File: src/rtl/core/spa_pkg.sv
// Shared types and constants of the simple polygon area block.
`timescale 1ns / 1ps
package spa_pkg;
   localparam int COORD_W = 24;
   localparam int DIFF_W = COORD_W + 1;
   localparam int PROD_W = 2 * DIFF_W;
   localparam int ACC_W = 59;
   localparam int AREA_W = 50;
   localparam int MAX_VERTICES_DEF = 1024;

   typedef logic signed [COORD_W-1:0] coord_type;

   typedef enum logic [1:0] {
      ST_SIMPLE   = 2'd0,
      ST_FEW      = 2'd1,
      ST_CROSS    = 2'd2,
      ST_OVERFLOW = 2'd3
   } status_type;

   typedef enum logic [1:0] {
      ACC_NONE,
      ACC_LOAD,
      ACC_ADD,
      ACC_SUB
   } acc_op_type;

   typedef enum logic [3:0] {
      S_IDLE,
      S_AREA,
      S_AREA_WAIT,
      S_SCAN,
      S_READ,
      S_ORIENT,
      S_ORIENT_WAIT,
      S_DECIDE,
      S_RESULT
   } state_type;

   typedef struct packed {
      acc_op_type op;
      logic       capture;
      logic [1:0] tag;
      coord_type  u1;
      coord_type  u2;
      coord_type  v1;
      coord_type  v2;
   } mac_req_type;

   typedef struct packed {
      logic             done;
      logic [1:0]       tag;
      logic [ACC_W-1:0] acc;
   } mac_rsp_type;
endpackage

File: src/rtl/core/spa_mac.sv
// Shared difference-multiply-accumulate unit; the differences, the product and the sum are each registered.
`timescale 1ns / 1ps
module spa_mac import spa_pkg::*; (
   input  logic        clock,
   input  logic        reset,
   input  mac_req_type req,
   output mac_rsp_type rsp
);
   logic signed [DIFF_W-1:0] a_ff, b_ff;
   logic signed [PROD_W-1:0] prod_ff;
   logic signed [ACC_W-1:0]  acc_ff;
   acc_op_type               op1_ff, op2_ff;
   logic                     cap1_ff, cap2_ff, done_ff;
   logic [1:0]               tag1_ff, tag2_ff, tag3_ff;
   logic signed [ACC_W-1:0]  prod_ext;

   assign prod_ext = ACC_W'(prod_ff);

   always_ff @(posedge clock) begin
      a_ff    <= DIFF_W'(req.u1) - DIFF_W'(req.u2);
      b_ff    <= DIFF_W'(req.v1) - DIFF_W'(req.v2);
      prod_ff <= a_ff * b_ff;
      tag1_ff <= req.tag;
      tag2_ff <= tag1_ff;
      tag3_ff <= tag2_ff;
      case (op2_ff)
         ACC_LOAD: acc_ff <= prod_ext;
         ACC_ADD:  acc_ff <= acc_ff + prod_ext;
         ACC_SUB:  acc_ff <= acc_ff - prod_ext;
         default:  acc_ff <= acc_ff;
      endcase
      if (reset) begin
         op1_ff  <= ACC_NONE;
         op2_ff  <= ACC_NONE;
         cap1_ff <= 1'b0;
         cap2_ff <= 1'b0;
         done_ff <= 1'b0;
      end else begin
         op1_ff  <= req.op;
         op2_ff  <= op1_ff;
         cap1_ff <= req.capture && (req.op != ACC_NONE);
         cap2_ff <= cap1_ff;
         done_ff <= cap2_ff;
      end
   end

   assign rsp.done = done_ff;
   assign rsp.tag  = tag3_ff;
   assign rsp.acc  = acc_ff;
endmodule

File: config.mk
export PLATFORM = sky130hd
export DESIGN_NAME = spa_mac
export DESIGN_NICKNAME = d
export VERILOG_FILES = /design/src/rtl/core/spa_pkg.sv /design/src/rtl/core/spa_mac.sv
export SDC_FILE = /design/constraint.sdc
export NUM_CORES = 2
export LEC_CHECK = 0
export BUFFER_PORTS_ARGS = -buffer_cell sky130_fd_sc_hd__buf_2
export CAP_MARGIN = 20
export CORE_ASPECT_RATIO = 1.4
export CORE_UTILIZATION = 40
export CTS_CLUSTER_SIZE = 14
export DETAILED_ROUTE_END_ITERATION = 16
export PLACE_DENSITY = 0.57
export SETUP_SLACK_MARGIN = 0.1
export SLEW_MARGIN = 10
export SYNTH_ARGS = -nofsm -noshare
export SYNTH_HDL_FRONTEND = slang
export SYNTH_SLANG_ARGS = --single-unit
File: constraint.sdc
create_clock -name clock -period 6.8 [get_ports clock]
set_clock_uncertainty 0.2 [all_clocks]
set_input_delay 0.68 -clock clock [delete_from_list [all_inputs] [get_ports clock]]
set_output_delay 0.68 -clock clock [all_outputs]
set_load 0.01 [all_outputs]
==> impl_metrics.json <==
{
  "area_growth_pct": 16.5,
  "firstDrtPassIters": 5,
  "avgSynthCellArea_um2": 9.15,
  "cp_slowest_cell": "fa_1",
  "coreArea_um2": 84700,
  "vias": 26246,
  "avgRoutedWirePerCell_um": 17.8,
  "drive_gt1_frac": 0.170,
  "ant_nets": 0,
  "start_util": 0.406,
  "synthAdderAreaFrac": 0.475,
  "synth_top_family_by_area": "adder cells",
  "syn_inst": 3759,
  "finalHoldViolations": 0,
  "drtIter0Drc": 1220,
  "syn-cell-area_um2": 34400,
  "synth-xor-area-share": 0.0453,
  "cpMostUsedCell": "fa_1",
  "cts_sinks": 172,
  "drc": 0,
  "crit_type": "flop to flop",
  "min_path_type": "input port to flop",
  "die_w_um": 250,
  "end_kind": "flop",
  "outcome": "finished, final reports clean",
  "die-area_um2": 87200,
  "dp_hpwl_um": 79300,
  "grt_usage": 0.220,
  "cts_buffers": 17,
  "yosysWarnings": 0,
  "cp_data_required_time_ps": 7000,
  "path_cells": "buf_6 -> buf_4 -> buf_4 -> and2_1 -> fa_1 -> fa_1 -> fa_1 -> fa_1 -> fa_1 -> fa_1 -> inv_1 -> fa_1 -> inv_2 -> ha_4 -> and3_4 -> a221o_1 -> a21o_1 -> a21o_1 -> a221oi_4 -> o31a_1 -> a21oi_2 -> xor2_1",
  "cts_hold_buf": 0,
  "synth_seq_cells": 172,
  "max_cap_violations": 0,
  "die_y_um": 349,
  "io_buffer_count": 164,
  "tritoncts": "done",
  "synthMuxAreaShare": 0.0124,
  "startpoint_type": "flop",
  "grt_max_degree": 53,
  "dpl_worst_slack_ps": -282,
  "synth_seq_area_share": 0.117,
  "diodes": 0,
  "crit_path_max_incr_delay_ps": 560,
  "gp_congestion": 0.901,
  "timing.fmax_mhz": 148,
  "rsz0062_at_grt": "yes",
  "grt-ovfl-total": 0,
  "synth_cell_types": 76,
  "crit_path_max_fanout": 10,
  "synthSimpleGateAreaFrac": 0.153,
  "setup_viol": 0,
  "slew_violations": 0,
  "nets": 5090,
  "insertion_delay_ps": 510,
  "grt_pass1_vias": 28692,
  "grt_pass1_wl_um": 150000,
  "fillers": 8088,
  "layout_setup_ws_ps": 38.3,
  "synth_edf_count": 59,
  "worstMarginPinSlew_ps": 939,
  "ios": 165,
  "grt_antenna_before_repair": 0,
  "maxSlewHeadroom": 0.358,
  "cts_root_buf": "clkbuf_16",
  "path_clk_slew_ps": 80,
  "vias_per_cell": 5.07,
  "synth-main-ff-cell": "dfxtp_1",
  "async_flop_share": 0,
  "fin_crit_ps": 6760,
  "fin_crit_sh": 0.994,
  "drt_wl_total_um": 92100,
  "num_rows": 126,
  "synth_fp_nets": 4771,
  "cts_max_level": 4,
  "max-clock-path-buffers": 2,
  "arrival_ps": 6960,
  "synth-compound-area-share": 0.102
}
[timing repair]
| action | 4_1_cts | 5_1_grt |
|---|---|---|
| setup buffers | 11 | 12 |
| setup endpoints to repair | 19 | 21 |
| gates resized for setup | 114 | 125 |
| cloned | 1 | 1 |
| pin swaps | 59 | 86 |
[per-stage QoR]
stage / cells / hold slack, ps / TNS, ps / instance area [um2] / util
global route: 5179 / 30.0 / -784 / 40100 / 0.473
detailed placement: 5122 / 115 / -2270 / 38400 / 0.453
floorplan: 3759 / 110 / 0 / 34500 / -
CTS: 5166 / 8.60 / -66.7 / 39500 / 0.466
global placement: 5122 / 110 / -1510 / 38400 / 0.453
finish: 5179 / 57.9 / 0 / 40100 / 0.473
[worst paths after layout]
kind | startpoint | end | slack, ps | cells past startpoint
worst max-delay path | a_ff[11] | prod_ff[47] | 40 | 22
worst min-delay path | req[96] | tag1_ff[0] | 60 | 1
worst max register to register | a_ff[11] | prod_ff[47] | 40 | 22
worst min register to register | tag1_ff[1] | tag2_ff[1] | 130 | 0
[cells in the final DEF (no fill, tap or decap), types with 33 or more instances in the layout]
master | Yosys | routed
a21oi_1 | 151 | 138
xnor2_1 | 113 | 111
and2_1 | 312 | 300
buf_2 | 1 | 164
o21ai_0 | 105 | 97
o21a_1 | 37 | 37
ha_1 | 248 | 223
edfxtp_1 | 59 | 59
dfxtp_1 | 113 | 79
a21o_1 | 66 | 66
nand2_1 | 388 | 381
buf_4 | 1 | 217
nor3_1 | 40 | 39
xor2_1 | 65 | 65
fa_2 | 0 | 33
inv_1 | 736 | 720
nor2_1 | 145 | 142
mux2_2 | 36 | 36
fa_1 | 661 | 628
[final cells by class]
cell class | instances | area (um2) | area share
multi-input combinational | 2711 | 27800 | 0.694
sequential | 172 | 4120 | 0.103
timing repair buffer | 439 | 3420 | 0.0853
inverter | 737 | 2770 | 0.0691
tap | 1088 | 1360 | 0.0340
clock buffer | 20 | 468 | 0.0117
clock inverter | 12 | 124 | 0.00309
[cell families after synthesis]
family | count (synthesis)
AO/OA/AOI/OAI | 536
XOR/XNOR | 178
adder cells (fa/ha/maj) | 909
buffers and inverters | 876
flip-flops | 172
multiplexers | 38
AND/OR/NAND/NOR | 1050
[flip-flops by register name, indices dropped and copies added (netlist names)]
signal	cells
done_ff	1
b_ff	25
op1_ff	2
op2_ff	2
cap1_ff	1
prod_ff	50
acc_ff	59
tag3_ff	2
cap2_ff	1
tag1_ff	2
a_ff	25
tag2_ff	2
[synth_stat cells, types with 23 or more instances]
library cell,instances,area share
a21oi_1,151,0.022
dfxtp_1,113,0.066
nor2b_1,23,0.0042
inv_1,736,0.080
and2_1,312,0.057
nand4_1,23,0.0042
fa_1,661,0.38
nand2_1,388,0.042
xor2_1,65,0.017
ha_1,248,0.090
xnor2_1,113,0.029
nor2_1,145,0.016
clkbuf_1,134,0.015
o21ai_0,105,0.015
nand3_1,29,0.0042
a21o_1,66,0.014
a211oi_1,24,0.0052
nor3_1,40,0.0058
mux2_2,36,0.012
edfxtp_1,59,0.052
o21a_1,37,0.0081
[worst max-delay path, delay by kind of cell (launching register included)]
kind / cells / cell delay [ps]
AOI/OAI and AO/OA: 6 / 1340
xor gates and xnor gates: 1 / 150
buffers and inverters: 5 / 560
adders and majority gates: 8 / 3700
and+or+nand+nor: 2 / 330
DFF: 1 / 380
[metal layers]
layer	global-route usage	part of all wire	wire, um
met5	0	0	0
met4	0.0874	0.036	3320
met3	0.0258	0.033	3080
met2	0.399	0.51	46900
met1	0.263	0.42	38800
Power is not shown: default switching activity piles up to over one toggle a cycle in this logic, so the estimate is an artifact.
